[src/rtl/core/mtdm_pkg.sv]
`default_nettype none

package mtdm_pkg;

    // Sizing
    localparam int MAX_PIXELS    = 8192;
    localparam int MAX_TEMPLATES = 16;
    localparam int COUNT_CAP     = 16383;
    localparam int COUNT_LIMIT   = (MAX_PIXELS < COUNT_CAP) ? MAX_PIXELS : COUNT_CAP;
    localparam int TMPL_LAST     = ((MAX_TEMPLATES < 16) ? MAX_TEMPLATES : 16) - 1;

    localparam int COUNT_W = 14;
    localparam int SUM_W   = 27;
    localparam int DIST_W  = 13;
    localparam int TMPL_W  = 4;
    localparam int SQ_W    = 18;
    localparam int REM_W   = 16;
    localparam int STEP_W  = 5;

    localparam logic [DIST_W-1:0] DIST_NONE = '1;

    // Iteration counts of the shift/subtract unit
    localparam int SQRT_STEPS = 13;
    localparam int DIV_STEPS  = 27;

    typedef enum logic
    {
        OP_SQRT,
        OP_DIV
    } op_t;

    typedef enum logic [2:0]
    {
        ST_IDLE,
        ST_SQUARE,
        ST_ROOT_GO,
        ST_ROOT_WAIT,
        ST_TEMPLATE,
        ST_DIV_WAIT,
        ST_TEMPLATE_DONE,
        ST_EMIT
    } state_t;

    typedef struct packed
    {
        logic [7:0] image_red;
        logic [7:0] image_green;
        logic [7:0] image_blue;
        logic [7:0] pattern_red;
        logic [7:0] pattern_green;
        logic [7:0] pattern_blue;
        logic       mask_weight;
        logic       inside_image;
        logic       window_rejected;
        logic       template_end;
        logic       center_end;
    } pix_t;

    typedef struct packed
    {
        logic [DIST_W-1:0] best_distance;
        logic [TMPL_W-1:0] best_template;
        logic              found;
        logic              is_match;
    } res_t;

    // Sequencer to shared unit
    typedef struct packed
    {
        logic             start;
        op_t              op;
        logic [SUM_W-1:0] operand;
        logic [COUNT_W-1:0] divisor;
    } unit_req_t;

    // Shared unit back to sequencer
    typedef struct packed
    {
        logic             done;
        logic [SUM_W-1:0] result;
    } unit_rsp_t;

endpackage

`default_nettype wire

[src/rtl/core/masked_template_distance_min.sv]
`default_nettype none

// Channel  Direction  Handshake              Beat
// pix      in         pix_valid/pix_ready    mtdm_pkg::pix_t, one pixel pair
// res      out        res_valid/res_ready    mtdm_pkg::res_t, one per centre
// cfg      in         cfg_valid/cfg_ready    13-bit match threshold
//
// A counted pixel is accepted, squared channel by channel on the one
// 8x8 multiplier, launched into the shared unit for the 13-bit square
// root, and then has its template flags checked. A skipped pixel goes straight to the check.
// A template end then runs the 27-step division on the same unit
// and closes the template; a rejected or empty template only closes it.
// A centre end then loads the result register; it waits there
// only if the previous result has not been taken.
// Reset: asynchronous, clears threshold, template and centre state.
module masked_template_distance_min
(
    input  wire logic                       clk,
    input  wire logic                       rst_n,
    input  wire logic                       pix_valid,
    output logic                            pix_ready,
    input  wire mtdm_pkg::pix_t             pix,
    output logic                            res_valid,
    input  wire logic                       res_ready,
    output mtdm_pkg::res_t                  res,
    input  wire logic                       cfg_valid,
    output logic                            cfg_ready,
    input  wire logic [mtdm_pkg::DIST_W-1:0] cfg_data
);

    mtdm_pkg::state_t               state_reg, state_next;
    mtdm_pkg::pix_t                 item_reg, item_next;
    logic [1:0]                     ch_reg, ch_next;
    logic [mtdm_pkg::SQ_W-1:0]      sq_reg, sq_next;
    logic [mtdm_pkg::SUM_W-1:0]     sum_reg, sum_next;
    logic [mtdm_pkg::COUNT_W-1:0]   count_reg, count_next;
    logic                           rej_reg, rej_next;
    logic [mtdm_pkg::TMPL_W-1:0]    tmpl_reg, tmpl_next;
    logic [mtdm_pkg::DIST_W-1:0]    best_reg, best_next;
    logic [mtdm_pkg::TMPL_W-1:0]    best_idx_reg, best_idx_next;
    logic                           found_reg, found_next;
    logic [mtdm_pkg::DIST_W-1:0]    thr_reg;
    mtdm_pkg::res_t                 res_reg, res_next;
    logic                           res_valid_reg, res_valid_next;

    mtdm_pkg::unit_req_t            req;
    mtdm_pkg::unit_rsp_t            rsp;

    logic [7:0]                     ch_a, ch_b, ch_diff;
    logic [15:0]                    ch_sq;
    logic [mtdm_pkg::DIST_W-1:0]    mean_dist;

    mtdm_shsub u_shsub
    (
        .clk   (clk),
        .rst_n (rst_n),
        .req   (req),
        .rsp   (rsp)
    );

    // Channel select and squared difference
    always_comb
    begin
        unique case (ch_reg)
            2'd0:
            begin
                ch_a = item_reg.image_red;
                ch_b = item_reg.pattern_red;
            end
            2'd1:
            begin
                ch_a = item_reg.image_green;
                ch_b = item_reg.pattern_green;
            end
            default:
            begin
                ch_a = item_reg.image_blue;
                ch_b = item_reg.pattern_blue;
            end
        endcase
        ch_diff = (ch_a >= ch_b) ? (ch_a - ch_b) : (ch_b - ch_a);
        ch_sq   = ch_diff * ch_diff;
    end

    // Quotient clamped to the distance range
    assign mean_dist = (rsp.result > mtdm_pkg::SUM_W'(mtdm_pkg::DIST_NONE))
                     ? mtdm_pkg::DIST_NONE : rsp.result[mtdm_pkg::DIST_W-1:0];

    // Sequencer
    always_comb
    begin
        state_next     = state_reg;
        item_next      = item_reg;
        ch_next        = ch_reg;
        sq_next        = sq_reg;
        sum_next       = sum_reg;
        count_next     = count_reg;
        rej_next       = rej_reg;
        tmpl_next      = tmpl_reg;
        best_next      = best_reg;
        best_idx_next  = best_idx_reg;
        found_next     = found_reg;
        res_next       = res_reg;
        res_valid_next = res_valid_reg && !res_ready;
        pix_ready      = 1'b0;
        req.start      = 1'b0;
        req.op         = mtdm_pkg::OP_SQRT;
        req.operand    = {sq_reg, 9'd0};
        req.divisor    = count_reg;

        unique case (state_reg)
            mtdm_pkg::ST_IDLE:
            begin
                pix_ready = 1'b1;
                if (pix_valid)
                begin
                    item_next = pix;
                    rej_next  = rej_reg | pix.window_rejected;
                    ch_next   = 2'd0;
                    sq_next   = '0;
                    if (pix.inside_image &&
                        (count_reg < mtdm_pkg::COUNT_W'(mtdm_pkg::COUNT_LIMIT)))
                        state_next = mtdm_pkg::ST_SQUARE;
                    else
                        state_next = mtdm_pkg::ST_TEMPLATE;
                end
            end
            mtdm_pkg::ST_SQUARE:
            begin
                sq_next = sq_reg + mtdm_pkg::SQ_W'(ch_sq);
                ch_next = ch_reg + 1'b1;
                if (ch_reg == 2'd2)
                    state_next = mtdm_pkg::ST_ROOT_GO;
            end
            mtdm_pkg::ST_ROOT_GO:
            begin
                // radicand is sq << 8, aligned to the top of the operand
                req.start  = 1'b1;
                req.op     = mtdm_pkg::OP_SQRT;
                req.operand = {sq_reg, 9'd0};
                state_next = mtdm_pkg::ST_ROOT_WAIT;
            end
            mtdm_pkg::ST_ROOT_WAIT:
            begin
                if (rsp.done)
                begin
                    if (item_reg.mask_weight)
                        sum_next = sum_reg +
                                   mtdm_pkg::SUM_W'(rsp.result[mtdm_pkg::DIST_W-1:0]);
                    count_next = count_reg + 1'b1;
                    state_next = mtdm_pkg::ST_TEMPLATE;
                end
            end
            mtdm_pkg::ST_TEMPLATE:
            begin
                if (item_reg.template_end || item_reg.center_end)
                begin
                    if (!rej_reg && (count_reg != '0))
                    begin
                        req.start   = 1'b1;
                        req.op      = mtdm_pkg::OP_DIV;
                        req.operand = sum_reg;
                        req.divisor = count_reg;
                        state_next  = mtdm_pkg::ST_DIV_WAIT;
                    end
                    else
                        state_next = mtdm_pkg::ST_TEMPLATE_DONE;
                end
                else
                    state_next = mtdm_pkg::ST_IDLE;
            end
            mtdm_pkg::ST_DIV_WAIT:
            begin
                if (rsp.done)
                begin
                    // strict compare keeps the earlier template on a tie
                    if (mean_dist < best_reg)
                    begin
                        best_next     = mean_dist;
                        best_idx_next = tmpl_reg;
                        found_next    = 1'b1;
                    end
                    state_next = mtdm_pkg::ST_TEMPLATE_DONE;
                end
            end
            mtdm_pkg::ST_TEMPLATE_DONE:
            begin
                if (tmpl_reg < mtdm_pkg::TMPL_W'(mtdm_pkg::TMPL_LAST))
                    tmpl_next = tmpl_reg + 1'b1;
                sum_next   = '0;
                count_next = '0;
                rej_next   = 1'b0;
                if (item_reg.center_end)
                    state_next = mtdm_pkg::ST_EMIT;
                else
                    state_next = mtdm_pkg::ST_IDLE;
            end
            mtdm_pkg::ST_EMIT:
            begin
                if (!res_valid_reg || res_ready)
                begin
                    res_next.best_distance = best_reg;
                    res_next.best_template = best_idx_reg;
                    res_next.found         = found_reg;
                    res_next.is_match      = found_reg && (best_reg < thr_reg);
                    res_valid_next         = 1'b1;
                    tmpl_next              = '0;
                    best_next              = mtdm_pkg::DIST_NONE;
                    best_idx_next          = '0;
                    found_next             = 1'b0;
                    state_next             = mtdm_pkg::ST_IDLE;
                end
            end
            default:
            begin
                state_next = mtdm_pkg::ST_IDLE;
            end
        endcase
    end

    // Control and state
    always_ff @(posedge clk or negedge rst_n)
    begin
        if (!rst_n)
        begin
            state_reg     <= mtdm_pkg::ST_IDLE;
            sum_reg       <= '0;
            count_reg     <= '0;
            rej_reg       <= 1'b0;
            tmpl_reg      <= '0;
            best_reg      <= mtdm_pkg::DIST_NONE;
            best_idx_reg  <= '0;
            found_reg     <= 1'b0;
            thr_reg       <= '0;
            res_valid_reg <= 1'b0;
            ch_reg        <= '0;
        end
        else
        begin
            state_reg     <= state_next;
            sum_reg       <= sum_next;
            count_reg     <= count_next;
            rej_reg       <= rej_next;
            tmpl_reg      <= tmpl_next;
            best_reg      <= best_next;
            best_idx_reg  <= best_idx_next;
            found_reg     <= found_next;
            res_valid_reg <= res_valid_next;
            ch_reg        <= ch_next;
            if (cfg_valid)
                thr_reg <= cfg_data;
        end
    end

    // Payload
    always_ff @(posedge clk)
    begin
        item_reg <= item_next;
        sq_reg   <= sq_next;
        res_reg  <= res_next;
    end

    assign cfg_ready = 1'b1;
    assign res_valid = res_valid_reg;
    assign res       = res_reg;

endmodule

`default_nettype wire

[src/rtl/core/mtdm_shsub.sv]
`default_nettype none

// Shared shift/compare/subtract unit, one result bit per cycle.
// Square root: two radicand bits shift in per step, trial is {root, 01}.
// Division: one dividend bit shifts in per step, trial is the divisor.
module mtdm_shsub
(
    input  wire logic               clk,
    input  wire logic               rst_n,
    input  wire mtdm_pkg::unit_req_t req,
    output mtdm_pkg::unit_rsp_t      rsp
);

    logic [mtdm_pkg::SUM_W-1:0]   src_reg,  src_next;
    logic [mtdm_pkg::SUM_W-1:0]   q_reg,    q_next;
    logic [mtdm_pkg::REM_W-1:0]   rem_reg,  rem_next;
    logic [mtdm_pkg::COUNT_W-1:0] div_reg;
    mtdm_pkg::op_t                op_reg;
    logic [mtdm_pkg::STEP_W-1:0]  cnt_reg,  cnt_next;
    logic                         busy_reg, busy_next;
    logic                         done_reg, done_next;

    logic [mtdm_pkg::REM_W-1:0]   cand;
    logic [mtdm_pkg::REM_W-1:0]   trial;
    logic                         ge;
    logic [mtdm_pkg::STEP_W-1:0]  last_step;

    // One iteration step
    always_comb
    begin
        if (op_reg == mtdm_pkg::OP_SQRT)
        begin
            cand      = {rem_reg[mtdm_pkg::REM_W-3:0], src_reg[mtdm_pkg::SUM_W-1 -: 2]};
            trial     = {q_reg[mtdm_pkg::REM_W-3:0], 2'b01};
            last_step = mtdm_pkg::STEP_W'(mtdm_pkg::SQRT_STEPS - 1);
        end
        else
        begin
            cand      = {rem_reg[mtdm_pkg::REM_W-2:0], src_reg[mtdm_pkg::SUM_W-1]};
            trial     = mtdm_pkg::REM_W'(div_reg);
            last_step = mtdm_pkg::STEP_W'(mtdm_pkg::DIV_STEPS - 1);
        end
        ge = (cand >= trial);
    end

    // Next-state of the iteration registers
    always_comb
    begin
        src_next  = src_reg;
        q_next    = q_reg;
        rem_next  = rem_reg;
        cnt_next  = cnt_reg;
        busy_next = busy_reg;
        done_next = 1'b0;
        if (req.start)
        begin
            src_next  = req.operand;
            q_next    = '0;
            rem_next  = '0;
            cnt_next  = '0;
            busy_next = 1'b1;
        end
        else if (busy_reg)
        begin
            rem_next = ge ? (cand - trial) : cand;
            q_next   = {q_reg[mtdm_pkg::SUM_W-2:0], ge};
            if (op_reg == mtdm_pkg::OP_SQRT)
                src_next = {src_reg[mtdm_pkg::SUM_W-3:0], 2'b00};
            else
                src_next = {src_reg[mtdm_pkg::SUM_W-2:0], 1'b0};
            cnt_next = cnt_reg + 1'b1;
            if (cnt_reg == last_step)
            begin
                busy_next = 1'b0;
                done_next = 1'b1;
            end
        end
    end

    // Control
    always_ff @(posedge clk or negedge rst_n)
    begin
        if (!rst_n)
        begin
            busy_reg <= 1'b0;
            done_reg <= 1'b0;
            cnt_reg  <= '0;
        end
        else
        begin
            busy_reg <= busy_next;
            done_reg <= done_next;
            cnt_reg  <= cnt_next;
        end
    end

    // Datapath
    always_ff @(posedge clk)
    begin
        src_reg <= src_next;
        q_reg   <= q_next;
        rem_reg <= rem_next;
        if (req.start)
        begin
            div_reg <= req.divisor;
            op_reg  <= req.op;
        end
    end

    assign rsp.done   = done_reg;
    assign rsp.result = q_reg;

endmodule

`default_nettype wire

[config.mk]
export PLATFORM = sky130hd
export DESIGN_NAME = masked_template_distance_min
export DESIGN_NICKNAME = d
export VERILOG_FILES = /design/src/rtl/core/mtdm_pkg.sv /design/src/rtl/core/masked_template_distance_min.sv /design/src/rtl/core/mtdm_shsub.sv
export SDC_FILE = /design/constraint.sdc
export NUM_CORES = 1
export LEC_CHECK = 0
export BUFFER_PORTS_ARGS = -buffer_cell sky130_fd_sc_hd__buf_4
export CAP_MARGIN = 20
export CORE_MARGIN = 1
export CORE_UTILIZATION = 69
export CTS_BUF_LIST = sky130_fd_sc_hd__clkbuf_8
export CTS_CLUSTER_DIAMETER = 40
export DETAILED_ROUTE_END_ITERATION = 6
export PLACE_DENSITY = 0.87
export RECOVER_POWER = 50
export SLEW_MARGIN = 5
export SYNTH_ARGS = -nofsm -noshare
export SYNTH_HDL_FRONTEND = slang
export SYNTH_HIERARCHICAL = 1
export SYNTH_SLANG_ARGS = --single-unit
[constraint.sdc]
create_clock -name clk -period 21.9 [get_ports clk]
set_input_delay 2.19 -clock clk [delete_from_list [all_inputs] [get_ports clk]]
set_output_delay 2.19 -clock clk [all_outputs]
set_load 0.02 [all_outputs]
=== Word-level counts from Yosys, hierarchy flattened ===
Index checks and enable logic that the tools add are counted.

* Output and inout port bits: 22
* Bits of input ports: 71
* Flip-flop bits (word level): 262

* Magnitude comparators: 7
* Add/subtract/negate cells: 9
* Equal/unequal tests: 18
* Multiply operators: 1
* Multiplexer cells: 61
* Reductions and logical operators: 27
* Bitwise operators: 1

{| class="wikitable"
|+ Operator list
! operator !! number
|-
| 27-bit 2-to-1 mux || 5
|-
| 43-bit 2-to-1 mux || 2
|-
| 29-bit case mux with 2 select lines || 1
|-
| 27-bit case mux with 2 select lines || 1
|-
| 13-bit 2-to-1 mux || 4
|-
| 18-bit case mux with 2 select lines || 1
|-
| 16-bit 2-to-1 mux || 2
|-
| 8-bit case mux with 2 select lines || 2
|-
| 14-bit 2-to-1 mux || 2
|-
| 14-bit case mux with 2 select lines || 1
|-
| 27-bit by 13-bit adder with 27-bit output || 1
|-
| 27-bit by 13-bit > comparator with 1-bit output, second input constant || 1
|-
| 13-bit < comparator || 2
|-
| 13-bit case mux with 2 select lines || 1
|-
| 3-bit 2-to-1 mux || 8
|-
| 3-bit case mux with 8 select lines || 1
|-
| 18-bit by 16-bit adder with 18-bit output || 1
|-
| 18-bit 2-to-1 mux || 1
|-
| 16-bit >= comparator || 1
|-
| 8-bit by 8-bit multiplier with 16-bit output || 1
|-
| 4-bit 2-to-1 mux || 4
|-
| 4-bit case mux with 2 select lines || 2
|-
| 8-bit subtractor || 2
|-
| 15-bit 2-to-1 mux || 1
|-
| other kinds (34) || 76
|}

=== Logic depth before layout (Yosys ltp) ===
Gate-level depths: netlist of the first run.

* Depth in word-level cells: 7
* Mapped depth: 33
* Gate-level depth less buffers: 32

=== Cells and area by module ===
Netlist of the first run, hierarchy kept.

{| class="wikitable"
|+ By module, submodules not included
! module !! seq. area each (µm²) !! instances !! area each (µm²) !! cells an instance
|-
| masked_template_distance_min || 4735.8 || 1 || 11134.4 || 1120
|-
| mtdm_shsub || 2277.2 || 1 || 4815.9 || 469
|}

=== Worst setup path before layout of the first run ===
Ideal clock, no wire load.

* Path kind: register -> register
* From: reg ch_reg[0]
* To: reg sq_reg[16] (netlist bit) (data pin)
* Buffers on the path: 2
* Stages on the path, launching flop included: 30
* Setup slack: 14741 ps
* Setup time: 266 ps
* Period minus slack after synthesis: 7159 ps
* Arrival time: 6893 ps
* Path through: dfrtp_1 inv_1 ha_1 clkbuf_1 nor2_1 clkbuf_1 a21oi_1 ha_1 or2_2 o31a_1 o211ai_2 a211oi_1 or4b_1 o211ai_2 nor2_1 xor2_1 ha_1 fa_1 fa_1 inv_1 fa_1 inv_1 ha_1 or2_2 o31a_1 a31oi_1 a21oi_1 a31oi_1 xor2_1 nor2_1

* Cells in the longest elaborated chain, start to end: 7

{| class="wikitable"
|+ RTL lines
! element !! line !! text
|-
| start: declaration || masked_template_distance_min.sv:33 || <nowiki>logic [1:0] ch_reg, ch_next;</nowiki>
|-
| start signal: assignment || masked_template_distance_min.sv:249 || <nowiki>ch_reg <= ch_next;</nowiki>
|-
| 2-bit by 1-bit == test with 1-bit output or 2-bit zero test (tied branches) || masked_template_distance_min.sv:64 || <nowiki>unique case (ch_reg)</nowiki>
|-
| 8-bit case mux with 2 select lines || masked_template_distance_min.sv:64 ||
|-
| 8-bit subtractor or 8-bit >= comparator (tied branches) || masked_template_distance_min.sv:81 || <nowiki>ch_diff = (ch_a >= ch_b) ? (ch_a - ch_b) : (ch_b - ch_a);</nowiki>
|-
| 8-bit 2-to-1 mux (*) || masked_template_distance_min.sv:81 ||
|-
| 8-bit by 8-bit multiplier with 16-bit output (*) || masked_template_distance_min.sv:82 || <nowiki>ch_sq = ch_diff * ch_diff;</nowiki>
|-
| 18-bit by 16-bit adder with 18-bit output (*) || masked_template_distance_min.sv:130 || <nowiki>sq_next = sq_reg + mtdm_pkg::SQ_W'(ch_sq);</nowiki>
|-
| 18-bit case mux with 2 select lines (*) || masked_template_distance_min.sv:111 || <nowiki>unique case (state_reg)</nowiki>
|-
| end signal: assignment || masked_template_distance_min.sv:259 || <nowiki>sq_reg <= sq_next;</nowiki>
|-
| end: declaration || masked_template_distance_min.sv:34 || <nowiki>logic [mtdm_pkg::SQ_W-1:0] sq_reg, sq_next;</nowiki>
|}

Mark *: on every way between the ends. The rest lies on a longest branch, timed or not.
A chain may end at the register's enable or synchronous reset.

=== Final worst setup path of the first run ===
* From: reg ch_reg[0]
* To: reg sq_reg[17] (netlist bit) (data pin)

The elaborated chain is that of the path after synthesis.

==> metrics.md, run 1 <==
| Metric | Value |
|---|---|
| FMAX | `117 MHz` |
| Starting DRT DRC Count | `977` |
| Slew @ Worst Pin | `3550 ps` |
| WL final | `35700 µm` |
| ANT nets after route | `0` |
| Total negative slack | `0 ps` |
| Sequential share of the synthesized area | `44.0%` |
| CTS root buf | `clkbuf_8` |
| Syn_nets | `1816` |
| Post-Syn Area per Cell | `10.0 µm²` |
| Worst Hold End | `u_shsub/rem_reg[2]` |
| Wirelength per Cell | `17.8 µm` |
| Post-synthesis async set-or-reset flop share | `34.4%` |
| Worst r2r path cells | `29` |
| CTS tree | `yes` |
| Max reg flops | `51` |
| Die width | `154 µm` |
| Most frequent cells in the layout | `inv_1 (169), nand2_1 (161), nor2_1 (155), edfxtp_1 (130), ha_1 (114)` |
| Mapped Area | `16000 µm²` |
| TritonCTS Buffers | `46` |
| Layout cell share with drive strength beyond 1 | `12.0%` |
| EDFF count, synth | `130` |
| Fin Clk Skew | `33.8 ps` |
| RSZ-0062 raised after global routing | `false` |
| HP Start | `u_shsub/rem_reg[2]` |
| # DRC | `0` |
| Slew Viols, Final | `173` |
| CP Launch Type | `register` |
| CTS sink cnt | `262` |
| Post_cts resized | `0` |
| R2r setup slk | `13350 ps` |
| Final min period | `8550 ps` |
| Data arrival time of the critical path | `8810 ps` |
| GPL Wtd Cong | `0.940` |
| WHS Path Cells | `2` |
| Most common cell after layout, fill and taps aside | `inv_1` |
| Post-CTS setup buffer count | `0` |
| Number of library cell types mapped by synthesis | `87` |
| Area grow syn2layout | `11.3%` |
| Yosys reg bits | `262` |
| Crit Path Class | `register to register` |
| # hold bufs at CTS | `0` |
| Yosys warns | `6` |
| Number of rows in the core area | `55` |
| Mean number of vias per cell | `6.05` |
| DR pass1 iterations | `6` |
| Num ports | `93` |
| Total GRT Usage | `30.2%` |
| Vias | `12099` |
| H-tree depth | `2` |
| Grt ovf | `0` |
| Reg clk slew, reported paths | `60 ps` |
| Slowest CP cell | `nor2_1` |
| Max-Cap Viols | `4` |
| First-pass GRT wire length | `57100 µm` |
| Mapped Cells | `1589` |
| Die Y | `154 µm` |
| Hold Path Class | `register to register` |
| Diode count | `0` |
| Hpwl dp | `25400 µm` |
| Crit. End Element | `register` |
| Die footprint | `23700 µm²` |
| Fin nets | `1904` |
| Vias in the first global route | `12038` |
| CTS Buffer Depth | `3` |
| Status | `finished with violations` |
| Worst r2r src | `ch_reg[0]` |
| Pin count of the biggest net entering global routing | `64` |
| Slowest stage delay, CP | `890 ps` |
| Core ar. | `22600 µm²` |
| Reg2reg end | `sq_reg[17]` |
| Setup violations, final | `0` |
| Period utilization | `39.0%` |
| Failing checks | `max-capacitance violations, max-slew violations` |
| Predominant post-synthesis flop cell | `edfxtp_1` |
| Endpoints failing hold | `0` |
| Initial antenna violation count | `0` |
| IO buf count | `91` |
| Worst-Skew Late Latency | `560 ps` |
| Maximum fanout along the worst path | `17` |
| Slew HR | `-136%` |
| Starting density of the core | `70.5%` |
| Worst EP required | `22160 ps` |
worst max-delay path by stage:
stage	cells past startpoint	to	slack, ps	start
finish	29	sq_reg[17]	13350	ch_reg[0]
global route	29	sq_reg[17]	12710	ch_reg[0]
CTS	29	sq_reg[17]	13470	ch_reg[0]
detailed placement	29	sq_reg[17]	13530	ch_reg[0]
global placement	29	sq_reg[17]	13840	ch_reg[0]
floorplan	29	sq_reg[16]	14740	ch_reg[0]
metrics by stage:
step           setup slack, ps  hold slack [ps]  utilization (%)  cell area (µm²)  std cells
2_1_floorplan            14740              425                -            16000       1589
3_3_place_gp             13840              435             74.2            16800       1911
3_5_place_dp             13530              444             74.2            16800       1911
4_1_cts                  13470              454             78.4            17700       1996
5_1_grt                  12710              460             78.4            17800       1999
6_report                 13350              455             78.4            17800       1999
kinds of logic after synthesis:
| logic type | share of synthesized area, % |
|---|---|
| compound gates | 13.2 |
| buf+inv | 5.35 |
| flops | 44.0 |
| other cells | 0.0235 |
| xor+xnor | 3.66 |
| mux | 5.60 |
| simple gates | 14.0 |
| fa+ha+maj | 14.2 |
per-layer routing:
| metal | vias up | part of all wire (%) | GRT usage (%) |
|---|---|---|---|
| li1 | 5734 | - | - |
| met1 | 5886 | 40 | 36.8 |
| met5 | - | 0 | 0 |
| met4 | 0 | 3.6 | 14.3 |
| met2 | 380 | 51 | 52.4 |
| met3 | 99 | 5.4 | 5.13 |
synth_stat cells, types with 33 or more instances:
cell type | instances | area share, %
nand2_1 | 162 | 3.8
inv_1 | 157 | 3.7
nor2_1 | 155 | 3.6
edfxtp_1 | 130 | 24
ha_1 | 114 | 8.9
o21ai_0 | 83 | 2.6
dfrtp_1 | 77 | 12
mux2i_1 | 69 | 4.3
a21oi_1 | 64 | 2.0
clkbuf_1 | 42 | 0.99
dfxtp_1 | 42 | 5.3
fa_1 | 42 | 5.3
xnor2_1 | 33 | 1.8
critical path, delay by kind of cell (launching register included):
family | cells | cell delay (ps)
and+or+nand+nor | 4 | 1240
buffers and inverters | 5 | 270
adders and majority gates | 8 | 3300
DFF | 1 | 390
xor gates and xnor gates | 2 | 750
AOI/OAI and AO/OA | 10 | 2290
layout make-up:
type	count	area, µm²
multi-input combinational	1108	8090
clock inverter	33	233
timing repair buffer	101	756
inverter	158	593
tap	285	357
sequential	262	7010
clock buffer	52	716
fill	1392	4890
Power of run 1 is left out: the tool's default activity adds up to more than one toggle a clock period on the data nets, which glitch-free logic cannot reach.
==> run 2: changes to the inputs <==
--- a/config.mk
+++ b/config.mk
@@ -8,11 +8,11 @@
 export BUFFER_PORTS_ARGS = -buffer_cell sky130_fd_sc_hd__buf_4
 export CAP_MARGIN = 20
 export CORE_MARGIN = 1
-export CORE_UTILIZATION = 69
+export CORE_UTILIZATION = 64
 export CTS_BUF_LIST = sky130_fd_sc_hd__clkbuf_8
 export CTS_CLUSTER_DIAMETER = 40
 export DETAILED_ROUTE_END_ITERATION = 6
-export PLACE_DENSITY = 0.87
+export PLACE_DENSITY = 0.81
 export RECOVER_POWER = 50
 export SLEW_MARGIN = 5
 export SYNTH_ARGS = -nofsm -noshare
==> constraint.sdc (replaced) <==
create_clock -name clk -period 8.3 [get_ports clk]
set_input_delay 0.83 -clock clk [delete_from_list [all_inputs] [get_ports clk]]
set_output_delay 0.83 -clock clk [all_outputs]
set_load 0.02 [all_outputs]
==> run 2 against run 1 <==
- the flow still finishes with violations (max-capacitance violations, max-slew violations)
- die area is 7.7% higher
- flip-flop and latch count unchanged
- utilization shrank 5.9 points
- critical endpoint unchanged
==> metrics.md, run 2 (synthesized netlist as in run 1, its figures left out) <==
| Metric | Value |
|---|---|
| TritonCTS Buffers | `46` |
| Fin Clk Skew | `30.5 ps` |
| # hold bufs at CTS | `0` |
| Grt ovf | `0` |
| Core ar. | `24400 µm²` |
| Hpwl dp | `25600 µm` |
| Diode count | `0` |
| WL final | `35100 µm` |
| Wirelength per Cell | `17.2 µm` |
| Reg area | `7010 µm²` |
| Area of the multi-input gates | `8090 µm²` |
| Worst EP required | `8560 ps` |
| Crit Path Class | `register to register` |
| Vias in the first global route | `12031` |
| Die footprint | `25600 µm²` |
| Slew HR | `-149%` |
| Total negative slack | `0 ps` |
| Failing checks | `max-capacitance violations, max-slew violations` |
| # DRC | `0` |
| GPL Wtd Cong | `0.933` |
| Fin nets | `1910` |
| Max-Cap Viols | `2` |
| Starting density of the core | `65.4%` |
| CTS tree | `yes` |
| Slew Viols, Final | `118` |
| Final min period | `7700 ps` |
| Num ports | `93` |
| Slowest stage delay, CP | `530 ps` |
| CTS sink cnt | `262` |
| Max reg flops | `51` |
| First-pass GRT wire length | `58100 µm` |
| Slew @ Worst Pin | `3740 ps` |
| Reg clk slew, reported paths | `60 ps` |
| FMAX | `130 MHz` |
| Data arrival time of the critical path | `7960 ps` |
| Most common cell after layout, fill and taps aside | `inv_1` |
| Crit path top cell by count | `inv_1` |
| Crit. End Element | `register` |
| Worst-Skew Late Latency | `560 ps` |
| Layout cell share with drive strength beyond 1 | `10.7%` |
| Area grow syn2layout | `11.0%` |
| Fillcell total | `1813` |
| Post_cts resized | `0` |
| Period utilization | `92.7%` |
| Initial antenna violation count | `0` |
| Number of rows in the core area | `57` |
| RSZ-0062 raised after global routing | `false` |
| Die width | `160 µm` |
| DR pass1 iterations | `5` |
| Total GRT Usage | `28.0%` |
| Maximum fanout along the worst path | `17` |
| CP Launch Type | `register` |
| Post-CTS setup buffer count | `0` |
| IO buf count | `91` |
| ANT nets after route | `0` |
| Vias | `11967` |
| Slowest CP cell | `fa_1` |
| CTS root buf | `clkbuf_8` |
| Pin count of the biggest net entering global routing | `80` |
| H-tree depth | `2` |
| Setup violations, final | `0` |
| Hold Path Class | `input port to async pin` |
| Endpoints failing hold | `0` |
| Starting DRT DRC Count | `896` |
| Most frequent cells in the layout | `inv_1 (180), nand2_1 (161), nor2_1 (155), edfxtp_1 (130), ha_1 (114)` |
| Die Y | `160 µm` |
| Status | `finished with violations` |
| Mean number of vias per cell | `5.85` |
| CTS Buffer Depth | `3` |
[run 2: metrics by stage]
step / setup slack [ps] / hold slack (ps) / util, % / area (µm²) / instances
floorplan: 1140 / 425 / - / 16000 / 1589
finish: 603 / 329 / 72.6 / 17700 / 2044
detailed placement: 715 / 434 / 69.3 / 16900 / 1956
global route: 75.7 / 361 / 72.6 / 17700 / 2044
CTS: 673 / 98.5 / 73.0 / 17800 / 2041
global placement: 963 / 433 / 69.2 / 16900 / 1954
[run 2: metal layers]
| layer | vias to the layer above | global-route usage, % | part of all wire [%] |
|---|---|---|---|
| met5 | - | 0 | 0 |
| met2 | 308 | 49.8 | 51 |
| met1 | 5846 | 36.0 | 42 |
| met3 | 58 | 3.38 | 4.4 |
| li1 | 5755 | - | - |
| met4 | 0 | 8.27 | 2.0 |
[run 2: worst max-delay path: cells and delay by family (launching register included)]
kind                     cells  cell delay [ps]
adder cells (fa/ha/maj)      8             2980
AO/OA/AOI/OAI               10             2680
buffers and inverters        8              860
flip-flops                   1              400
AND/OR/NAND/NOR              3              320
XOR/XNOR                     1              160
[run 2: worst paths after layout]
path                                 start  depth (start not counted)          endpoint  slack (ps)
setup / recovery                 ch_reg[0]                         30        sq_reg[17]         600
setup reg to reg                 ch_reg[0]                         30        sq_reg[17]         600
min in group clk           best_idx_reg[0]                          0            res[2]         450
hold / removal                       rst_n                          1  u_shsub/busy_reg         330
hold reg to reg            best_idx_reg[0]                          0            res[2]         450
max in group asynchronous            rst_n                          3        thr_reg[6]        3340
[run 2: layout make-up]
| cell class | count | area share (%) |
|---|---|---|
| Tap cell | 324 | 2.29 |
| Sequential cell | 262 | 39.6 |
| Clock inverter | 34 | 1.07 |
| Clock buffer | 51 | 3.97 |
| Timing Repair Buffer | 107 | 3.97 |
| Multi-Input combinational cell | 1108 | 45.7 |
| Inverter | 158 | 3.35 |
Power of run 2 is left out for the same reason.
